### config.mk
export PLATFORM = sky130hd
export DESIGN_NAME = tsp_qubo_cost_evaluator
export DESIGN_NICKNAME = d
export VERILOG_FILES = /design/src/hw/rtl/tqce_pkg.sv /design/src/hw/rtl/tqce_dist_table.sv /design/src/hw/rtl/tqce_term_stage.sv /design/src/hw/rtl/tqce_sum_stage.sv /design/src/hw/rtl/tsp_qubo_cost_evaluator.sv
export SDC_FILE = /design/constraint.sdc
export NUM_CORES = 1
export LEC_CHECK = 0
export ABC_CLOCK_PERIOD_IN_PS = 14580
export BUFFER_PORTS_ARGS = -buffer_cell sky130_fd_sc_hd__buf_2
export CORE_MARGIN = 5
export CORE_UTILIZATION = 48
export CTS_CLUSTER_SIZE = 12
export DETAILED_ROUTE_END_ITERATION = 12
export PLACE_DENSITY_LB_ADDON = 0.25
export RECOVER_POWER = 50
export SLEW_MARGIN = 0
export SYNTH_ARGS = -nofsm -noshare
export SYNTH_HDL_FRONTEND = slang
export SYNTH_SLANG_ARGS = --single-unit
### constraint.sdc
create_clock -name clk -period 14.58 [get_ports clk]
set_input_delay 0 -clock clk [delete_from_list [all_inputs] [get_ports clk]]
set_output_delay 0 -clock clk [all_outputs]
set_load 0.01 [all_outputs]
### src/hw/rtl/tqce_pkg.sv
package tqce_pkg;

  localparam int NUM_CITIES    = 3;
  localparam int DISTANCE_BITS = 16;

  localparam int CELLS        = NUM_CITIES * NUM_CITIES;
  localparam int CELL_W       = $clog2(CELLS);
  localparam int CITY_W       = 2;
  localparam int DIST_IN_W    = 16;
  localparam int ASSIGN_W     = 9;
  localparam int ASSIGN_IDX_W = $clog2(ASSIGN_W);
  localparam int PW_W         = 16;

  localparam int CNT_W    = $clog2(NUM_CITIES + 1);
  localparam int PROD_W   = DISTANCE_BITS + CNT_W;
  localparam int ROW_W    = PROD_W + $clog2(NUM_CITIES);
  localparam int TOUR_W   = ROW_W + $clog2(NUM_CITIES);
  localparam int PEN_MAX  = 2 * NUM_CITIES * (NUM_CITIES - 1) * (NUM_CITIES - 1);
  localparam int PEN_W    = $clog2(PEN_MAX + 1);
  localparam int PWPEN_W  = PW_W + PEN_W;
  localparam int TOTAL_W  = ((TOUR_W > PWPEN_W) ? TOUR_W : PWPEN_W) + 1;

  localparam int TOUR_OUT_W = 21;
  localparam int COST_OUT_W = 24;
  localparam int TOUR_CMP_W = (TOUR_W > TOUR_OUT_W) ? TOUR_W : TOUR_OUT_W;
  localparam int COST_CMP_W = (TOTAL_W > COST_OUT_W) ? TOTAL_W : COST_OUT_W;
  localparam logic [TOUR_OUT_W-1:0] TOUR_MAX = '1;
  localparam logic [COST_OUT_W-1:0] COST_MAX = '1;

  localparam int IN_DATA_W  = 32;
  localparam int IN_USED_W  = 2 * CITY_W + DIST_IN_W + ASSIGN_W;
  localparam int OUT_DATA_W = 48;
  localparam int OUT_USED_W = COST_OUT_W + TOUR_OUT_W + 1;

  localparam logic [PW_W-1:0] PENALTY_RESET = 16'd500;

  localparam logic ACT_WRITE = 1'b0;
  localparam logic ACT_EVAL  = 1'b1;

  typedef logic [CELLS-1:0][DISTANCE_BITS-1:0] dist_table_t;

  typedef struct packed {
    logic [CELLS-1:0][PROD_W-1:0] prod;
    logic [PEN_W-1:0]             pen;
    logic                         one_hot;
  } term_t;

  function automatic logic asg_bit(input logic [ASSIGN_W-1:0] a, input int step,
                                   input int city);
    int pos;
    pos = step * NUM_CITIES + city;
    return (pos < ASSIGN_W) ? a[pos[ASSIGN_IDX_W-1:0]] : 1'b0;
  endfunction

  function automatic logic [PEN_W-1:0] penalty_of(input logic [CNT_W-1:0] c);
    logic [CNT_W-1:0] dev;
    dev = c - CNT_W'(1);
    return (c == '0) ? PEN_W'(1) : PEN_W'(PEN_W'(dev) * PEN_W'(dev));
  endfunction

endpackage

### src/hw/rtl/tqce_dist_table.sv
module tqce_dist_table import tqce_pkg::*; (
  input  logic                 clk,
  input  logic                 we,
  input  logic [CITY_W-1:0]    from_city,
  input  logic [CITY_W-1:0]    to_city,
  input  logic [DIST_IN_W-1:0] distance_value,
  output dist_table_t          dist_tbl
);

  dist_table_t      dist_r;
  logic [CELL_W-1:0] cell_idx;
  logic              in_range;

  assign in_range = (int'(from_city) < NUM_CITIES) && (int'(to_city) < NUM_CITIES);
  assign cell_idx = CELL_W'(int'(from_city) * NUM_CITIES + int'(to_city));

  always_ff @(posedge clk) begin
    if (we && in_range) begin
      dist_r[cell_idx] <= DISTANCE_BITS'(distance_value);
    end
  end

  assign dist_tbl = dist_r;

endmodule

### src/hw/rtl/tqce_term_stage.sv
module tqce_term_stage import tqce_pkg::*; (
  input  logic                clk,
  input  logic                rst_n,
  input  logic                in_valid,
  output logic                in_ready,
  input  logic [ASSIGN_W-1:0] assignment,
  input  dist_table_t         dist_tbl,
  output logic                out_valid,
  input  logic                out_ready,
  output term_t               term
);

  logic  v_r;
  term_t term_r;
  term_t term_nxt;

  assign in_ready = !v_r || out_ready;

  always_comb begin
    logic [CNT_W-1:0] cnt;
    logic [PEN_W-1:0] pen;
    logic             oh;
    term_nxt = '0;
    pen      = '0;
    oh       = 1'b1;
    // visits of each ordered city pair on consecutive steps
    for (int i = 0; i < NUM_CITIES; i++) begin
      for (int j = 0; j < NUM_CITIES; j++) begin
        cnt = '0;
        for (int t = 0; t < NUM_CITIES; t++) begin
          cnt = cnt + CNT_W'(asg_bit(assignment, t, i) &
                             asg_bit(assignment, (t + 1) % NUM_CITIES, j));
        end
        // unused pairs contribute nothing, whatever the entry holds
        term_nxt.prod[i*NUM_CITIES+j] = (cnt == '0) ? '0 :
            PROD_W'(PROD_W'(cnt) * PROD_W'(dist_tbl[i*NUM_CITIES+j]));
      end
    end
    // city columns
    for (int i = 0; i < NUM_CITIES; i++) begin
      cnt = '0;
      for (int t = 0; t < NUM_CITIES; t++) begin
        cnt = cnt + CNT_W'(asg_bit(assignment, t, i));
      end
      pen = pen + penalty_of(cnt);
    end
    // time rows
    for (int t = 0; t < NUM_CITIES; t++) begin
      cnt = '0;
      for (int i = 0; i < NUM_CITIES; i++) begin
        cnt = cnt + CNT_W'(asg_bit(assignment, t, i));
      end
      pen = pen + penalty_of(cnt);
      if (cnt != CNT_W'(1)) begin
        oh = 1'b0;
      end
    end
    term_nxt.pen     = pen;
    term_nxt.one_hot = oh;
  end

  always_ff @(posedge clk) begin
    if (!rst_n) begin
      v_r <= 1'b0;
    end else if (in_ready) begin
      v_r <= in_valid;
    end
    if (in_ready && in_valid) begin
      term_r <= term_nxt;
    end
  end

  assign out_valid = v_r;
  assign term      = term_r;

endmodule

### src/hw/rtl/tqce_sum_stage.sv
module tqce_sum_stage import tqce_pkg::*; (
  input  logic                  clk,
  input  logic                  rst_n,
  input  logic                  in_valid,
  output logic                  in_ready,
  input  term_t                 term,
  input  logic [PW_W-1:0]       penalty_weight,
  output logic                  out_valid,
  input  logic                  out_ready,
  output logic [COST_OUT_W-1:0] total_cost,
  output logic [TOUR_OUT_W-1:0] tour_length,
  output logic                  rows_one_hot
);

  logic                              v2_r;
  logic [NUM_CITIES-1:0][ROW_W-1:0]  row_r;
  logic [NUM_CITIES-1:0][ROW_W-1:0]  row_nxt;
  logic [PWPEN_W-1:0]                pwpen_r;
  logic                              oh2_r;

  logic                              v3_r;
  logic [COST_OUT_W-1:0]             total_r;
  logic [COST_OUT_W-1:0]             total_nxt;
  logic [TOUR_OUT_W-1:0]             tour_r;
  logic [TOUR_OUT_W-1:0]             tour_nxt;
  logic                              oh3_r;

  logic                              rdy2;
  logic                              rdy3;

  assign rdy3     = !v3_r || out_ready;
  assign rdy2     = !v2_r || rdy3;
  assign in_ready = rdy2;

  always_comb begin
    for (int i = 0; i < NUM_CITIES; i++) begin
      row_nxt[i] = '0;
      for (int j = 0; j < NUM_CITIES; j++) begin
        row_nxt[i] = row_nxt[i] + ROW_W'(term.prod[i*NUM_CITIES+j]);
      end
    end
  end

  always_comb begin
    logic [TOUR_W-1:0]  tour;
    logic [TOTAL_W-1:0] total;
    tour = '0;
    for (int i = 0; i < NUM_CITIES; i++) begin
      tour = tour + TOUR_W'(row_r[i]);
    end
    total     = TOTAL_W'(tour) + TOTAL_W'(pwpen_r);
    tour_nxt  = (TOUR_CMP_W'(tour) > TOUR_CMP_W'(TOUR_MAX)) ? TOUR_MAX
                                                           : TOUR_OUT_W'(tour);
    total_nxt = (COST_CMP_W'(total) > COST_CMP_W'(COST_MAX)) ? COST_MAX
                                                            : COST_OUT_W'(total);
  end

  always_ff @(posedge clk) begin
    if (!rst_n) begin
      v2_r <= 1'b0;
      v3_r <= 1'b0;
    end else begin
      if (rdy2) begin
        v2_r <= in_valid;
      end
      if (rdy3) begin
        v3_r <= v2_r;
      end
    end
    if (rdy2 && in_valid) begin
      row_r   <= row_nxt;
      pwpen_r <= PWPEN_W'(PWPEN_W'(penalty_weight) * PWPEN_W'(term.pen));
      oh2_r   <= term.one_hot;
    end
    if (rdy3 && v2_r) begin
      total_r <= total_nxt;
      tour_r  <= tour_nxt;
      oh3_r   <= oh2_r;
    end
  end

  assign out_valid    = v3_r;
  assign total_cost   = total_r;
  assign tour_length  = tour_r;
  assign rows_one_hot = oh3_r;

endmodule

### src/hw/rtl/tsp_qubo_cost_evaluator.sv
// Travelling-salesman QUBO cost evaluator. A transaction with in_tuser = 1 evaluates the
// assignment bitstring (bit step*N+city set means the city is visited at that step) and
// returns one result: tour length, tour length plus penalty_weight*(count-1)^2 summed over
// every city column and time row (saturating), and a flag that every time row is one-hot.
// A transaction with in_tuser = 0 writes one entry of the distance table (no result);
// writes take effect in order with the evaluations around them, and entries with a city
// index out of range are ignored. Every table entry must be written before it is read.
// One transaction is taken every cycle while no back-pressure holds the pipeline; a result
// passes the input register and the three pipeline registers (pair terms, row sums and
// penalty product, final sum and saturation) in that order. Back-pressure on out_tready
// stalls only the stages that are full. penalty_weight is written on the cfg channel,
// which is always ready.
module tsp_qubo_cost_evaluator import tqce_pkg::*; (
  input  logic                  clk,
  input  logic                  rst_n,
  input  logic                  in_tvalid,
  output logic                  in_tready,
  // from_city, to_city, distance_value, assignment, zero padding
  input  logic [IN_DATA_W-1:0]  in_tdata,
  // action
  input  logic                  in_tuser,
  output logic                  out_tvalid,
  input  logic                  out_tready,
  // total_cost, tour_length, rows_one_hot, zero padding
  output logic [OUT_DATA_W-1:0] out_tdata,
  input  logic                  cfg_valid,
  output logic                  cfg_ready,
  input  logic [PW_W-1:0]       cfg_data
);

  logic                 pw_valid_unused;
  logic [PW_W-1:0]      pw_r;

  logic                 s0_v_r;
  logic                 s0_act_r;
  logic [CITY_W-1:0]    s0_from_r;
  logic [CITY_W-1:0]    s0_to_r;
  logic [DIST_IN_W-1:0] s0_dist_r;
  logic [ASSIGN_W-1:0]  s0_asg_r;
  logic                 s0_go;
  logic                 s0_eval;
  logic                 s0_write;

  dist_table_t          dist_tbl;
  logic                 term_ready;
  logic                 term_valid;
  term_t                term;
  logic                 sum_ready;

  logic [COST_OUT_W-1:0] total_cost;
  logic [TOUR_OUT_W-1:0] tour_length;
  logic                  rows_one_hot;

  assign cfg_ready       = 1'b1;
  assign pw_valid_unused = cfg_valid && cfg_ready;

  always_ff @(posedge clk) begin
    if (!rst_n) begin
      pw_r <= PENALTY_RESET;
    end else if (pw_valid_unused) begin
      pw_r <= cfg_data;
    end
  end

  assign s0_eval   = s0_v_r && (s0_act_r == ACT_EVAL);
  assign s0_write  = s0_v_r && (s0_act_r == ACT_WRITE);
  assign s0_go     = s0_write || (s0_eval && term_ready);
  assign in_tready = !s0_v_r || s0_go;

  always_ff @(posedge clk) begin
    if (!rst_n) begin
      s0_v_r <= 1'b0;
    end else if (in_tready) begin
      s0_v_r <= in_tvalid;
    end
    if (in_tready && in_tvalid) begin
      s0_act_r  <= in_tuser;
      s0_from_r <= in_tdata[CITY_W-1:0];
      s0_to_r   <= in_tdata[2*CITY_W-1:CITY_W];
      s0_dist_r <= in_tdata[2*CITY_W+DIST_IN_W-1:2*CITY_W];
      s0_asg_r  <= in_tdata[IN_USED_W-1:2*CITY_W+DIST_IN_W];
    end
  end

  tqce_dist_table u_table (
    .clk            (clk),
    .we             (s0_write),
    .from_city      (s0_from_r),
    .to_city        (s0_to_r),
    .distance_value (s0_dist_r),
    .dist_tbl       (dist_tbl)
  );

  tqce_term_stage u_term (
    .clk        (clk),
    .rst_n      (rst_n),
    .in_valid   (s0_eval),
    .in_ready   (term_ready),
    .assignment (s0_asg_r),
    .dist_tbl   (dist_tbl),
    .out_valid  (term_valid),
    .out_ready  (sum_ready),
    .term       (term)
  );

  tqce_sum_stage u_sum (
    .clk            (clk),
    .rst_n          (rst_n),
    .in_valid       (term_valid),
    .in_ready       (sum_ready),
    .term           (term),
    .penalty_weight (pw_r),
    .out_valid      (out_tvalid),
    .out_ready      (out_tready),
    .total_cost     (total_cost),
    .tour_length    (tour_length),
    .rows_one_hot   (rows_one_hot)
  );

  assign out_tdata = {{(OUT_DATA_W - OUT_USED_W){1'b0}}, rows_one_hot, tour_length,
                      total_cost};

endmodule

==> metrics.csv <==
metric;value;unit
outcome;finished, violations left;
violations;capacitance limit, slew limit;
fin_crit_sh;0.552;
yosys-top-cells-count;edfxtp_1 (469), ha_1 (345), and2_1 (326);
use_met1;0.276;
drt_wl_cell;17.1;um
ys_async_sr_fraction;0;
grt_start_max_net_pins;169;
via_per_inst;5.39;
grt_pass1_wl;122;mm
cts_hold_repair.buffers;83;
crit_buf_inv;1;
mappedNetlistArea;34300;um^2
finalSetupViolations;0;
number_of_nets_in_the_layout;3959;
synth_top_cells_by_area;edfxtp_1 (41%), ha_1 (13%), and2_1 (5.9%);
design.core.area;71200;um^2
max-vdd-ir-drop;0.0958;mV
place_hpwl;56.2;mm
synth_top_area_cell;edfxtp_1;
design.portCount;105;
timing.max_cap.violations;4;
clk_path_buf_depth;3;
drive_gt1_frac;0.0601;
worst_setup_path_start;s0_v_r$_SDFFE_PN0N_;
design.die.area;76900;um^2
fillers;6202;
critical_path.cell_chain;nand2_1 > a31oi_4 > clkbuf_1;
worstReg2RegEnd;u_term.term[94]$_SDFFCE_PN0P_;
yosys_most_used_dff;edfxtp_1;
cellLeakagePower;16.1;nW
flop2flop_setup_slack;6.53;ns
area.sequential;14500;um^2
gp_congestion;0.914;
post-cts-setup-buffer-count;0;
drt.antenna.violating_nets;0;
p_seq_frac;0.385;
tritoncts_num_sinks;489;
drc_viols;0;
p_sw;0.00144;W
critPathLaunchType;register;
drt_first_pass_iters;6;
grt_pass1_vias;23000;
crit_path_max_fanout;168;
tritoncts;built;
finalNonFillerCells;4463;
yosysWarningCount;0;
first_iter_violations;1509;
numPortBuffers;97;
crit_path_top_delay_cell;clkbuf_1;
dr_vias;24100;
number_of_unique_standard_cell_types_used_by_synthesis;94;
power_frac_clock;0.306;
met3_usage;0.0254;
fin_tns_setup;0;ns
synth-seq-area-share;0.422;
synth_cells;3266;
postRouteWirelength;76.4;mm
crit_arrival;7.98;ns
globalRouteOverflowTotal;0;
synth_seq_cells;489;
use_met2;0.321;
swShare;0.318;
relSlewSlack;-4.95;
clk_latency;0.62;ns
worst-setup-path-type;register to register;
finalCriticalPeriod;8.05;ns
pwr_density_cell;118;nW/um^2
dieHeight;277;um
synthesis.area_per_instance;10.5;um^2
worst_slew_pin_slew;8.93;ns
rsz0062_at_grt;no;
timing.final.hold_violations;0;
timing.rr.start;s0_v_r$_SDFFE_PN0N_;
dieWidth;277;um
endpoint;u_term.term[94]$_SDFFCE_PN0P_;
share_comb_of_total_power;0.309;
clock-root-buffer;clkbuf_16;
place_inst;4282;
intPower;0.00310;W
synth_edf_count;469;
netlist.area_leader.share;0.410;
path_delay_family;buffers and inverters;
antenna_found_initial;4;
clock_transition_at_path_regs;0.06;ns
critical_path_cell_count;3;
timing.clock.skew;0.0332;ns
numCtsBuffers;56;
kind_of_path_behind_the_tightest_hold_check;input port to register;
cts_resized;0;
cts-htree-levels;2;
cpPeakStageDelay;6.19;ns
track_usage;0.195;
diodes;0;
critPathRequiredTime;14.51;ns
library_cell_with_the_highest_instance_count_after_synthesis;edfxtp_1;
final_max_slew_viol_count;324;
rows;98;
area_delta_synth_final;12.3;%
grt_most_used_layer;met2;
clock.fmax;124;MHz
multi_input_combinational_cell_area;19100;um^2
ff2ff_path_depth;3;
setup.worst_path.end_class;register;
initial_core_utilization;0.482;
-- state kept, by name, summed over array words and instances (netlist names), 9 cells and up --
name,count
u_sum.pwpen_r,21
u_sum.total_cost,23
s0_asg_r,9
u_table.dist_tbl,144
s0_dist_r,16
pw_r,16
u_sum.tour_length,21
u_sum.row_r,60
u_term.term,168
-- metrics by stage --
step / total power (W) / worst slack, ns / cell area [um^2] / util / hold WS [ns]
5_1_grt: 0.00482 / 5.76 / 38500 / 0.541 / 0.0575
2_1_floorplan: 0.00281 / 4.40 / 34300 / - / 0.0989
6_report: 0.00454 / 6.53 / 38500 / 0.541 / 0.0821
3_5_place_dp: 0.00315 / 8.86 / 36000 / 0.505 / 0.178
3_3_place_gp: 0.00313 / 8.86 / 36000 / 0.505 / 0.177
4_1_cts: 0.00457 / 8.76 / 38600 / 0.542 / 0.0404
-- worst min-delay path by stage --
stage | startpoint | to | depth (start not counted)
final | in_tdata[27] | s0_asg_r[7]$_DFFE_PP_ | 2
after global routing | in_tdata[27] | s0_asg_r[7]$_DFFE_PP_ | 2
after CTS | in_tdata[19] | s0_dist_r[15]$_DFFE_PP_ | 2
after detailed placement | in_tdata[16] | s0_dist_r[12]$_DFFE_PP_ | 1
after global placement | in_tdata[23] | s0_asg_r[3]$_DFFE_PP_ | 1
after floorplan | in_tuser | s0_act_r$_DFFE_PP_ | 0
-- final cells by class --
cell class	count	area share
clock inverter	37	0.00990
timing repair buffer	194	0.0350
sequential	489	0.376
multi-input combinational	2570	0.495
inverter	162	0.0158
clock buffer	61	0.0374
tap	950	0.0308
-- power groups by stage --
stage	Combinational, W	Sequential [W]	Clock, W
3_3_place_gp	0.00137	0.00177	0
2_1_floorplan	0.00108	0.00173	0
4_1_cts	0.00141	0.00174	0.00142
5_1_grt	0.00159	0.00175	0.00148
3_5_place_dp	0.00138	0.00177	0
6_report	0.00140	0.00175	0.00139
-- kinds of logic (layout without fill, tap and decap cells) --
group                      count (synthesis)  in the layout  share of synthesized area
and+or+nand+nor                         1214           1214                      0.183
AOI/OAI and AO/OA                        659            659                      0.127
DFF                                      489            489                      0.422
adders and majority gates                432            432                      0.177
xor gates and xnor gates                 225            225                     0.0574
buffers and inverters                    215            454                     0.0243
muxes                                     30             30                    0.00882
other                                      2             10                   0.000219
-- metal layers --
layer	part of all wire	routed length (um)
met3	0.047	3570
met5	0	0
met1	0.47	36300
met2	0.46	34900
met4	0.022	1680
-- cell usage in the layout, fill, tap and decap left out, drive strengths merged, types with 14 or more instances in the layout --
| cell type | synthesis | final |
|---|---|---|
| a211oi | 30 | 30 |
| nand2 | 207 | 207 |
| nand3 | 76 | 76 |
| o31ai | 19 | 19 |
| ha | 345 | 345 |
| edfxtp | 469 | 469 |
| nand2b | 47 | 47 |
| buf | 9 | 60 |
| dlygate4sd3 | 0 | 83 |
| nor2 | 248 | 248 |
| a31oi | 19 | 19 |
| mux2i | 28 | 28 |
| o21ai | 111 | 111 |
| xor2 | 84 | 84 |
| o21a | 56 | 56 |
| clkbuf | 44 | 112 |
| inv | 162 | 162 |
| dfxtp | 20 | 20 |
| nand4 | 14 | 14 |
| nor3 | 110 | 110 |
| a21o | 74 | 74 |
| or2 | 17 | 17 |
| a21oi | 218 | 218 |
| o21bai | 25 | 25 |
| clkinv | 0 | 22 |
| nor2b | 73 | 73 |
| fa | 87 | 87 |
| and3 | 22 | 22 |
| or3 | 40 | 40 |
| xnor2 | 141 | 141 |
| and2 | 326 | 326 |
No activity file was read; power rests on OpenSTA's default activity.
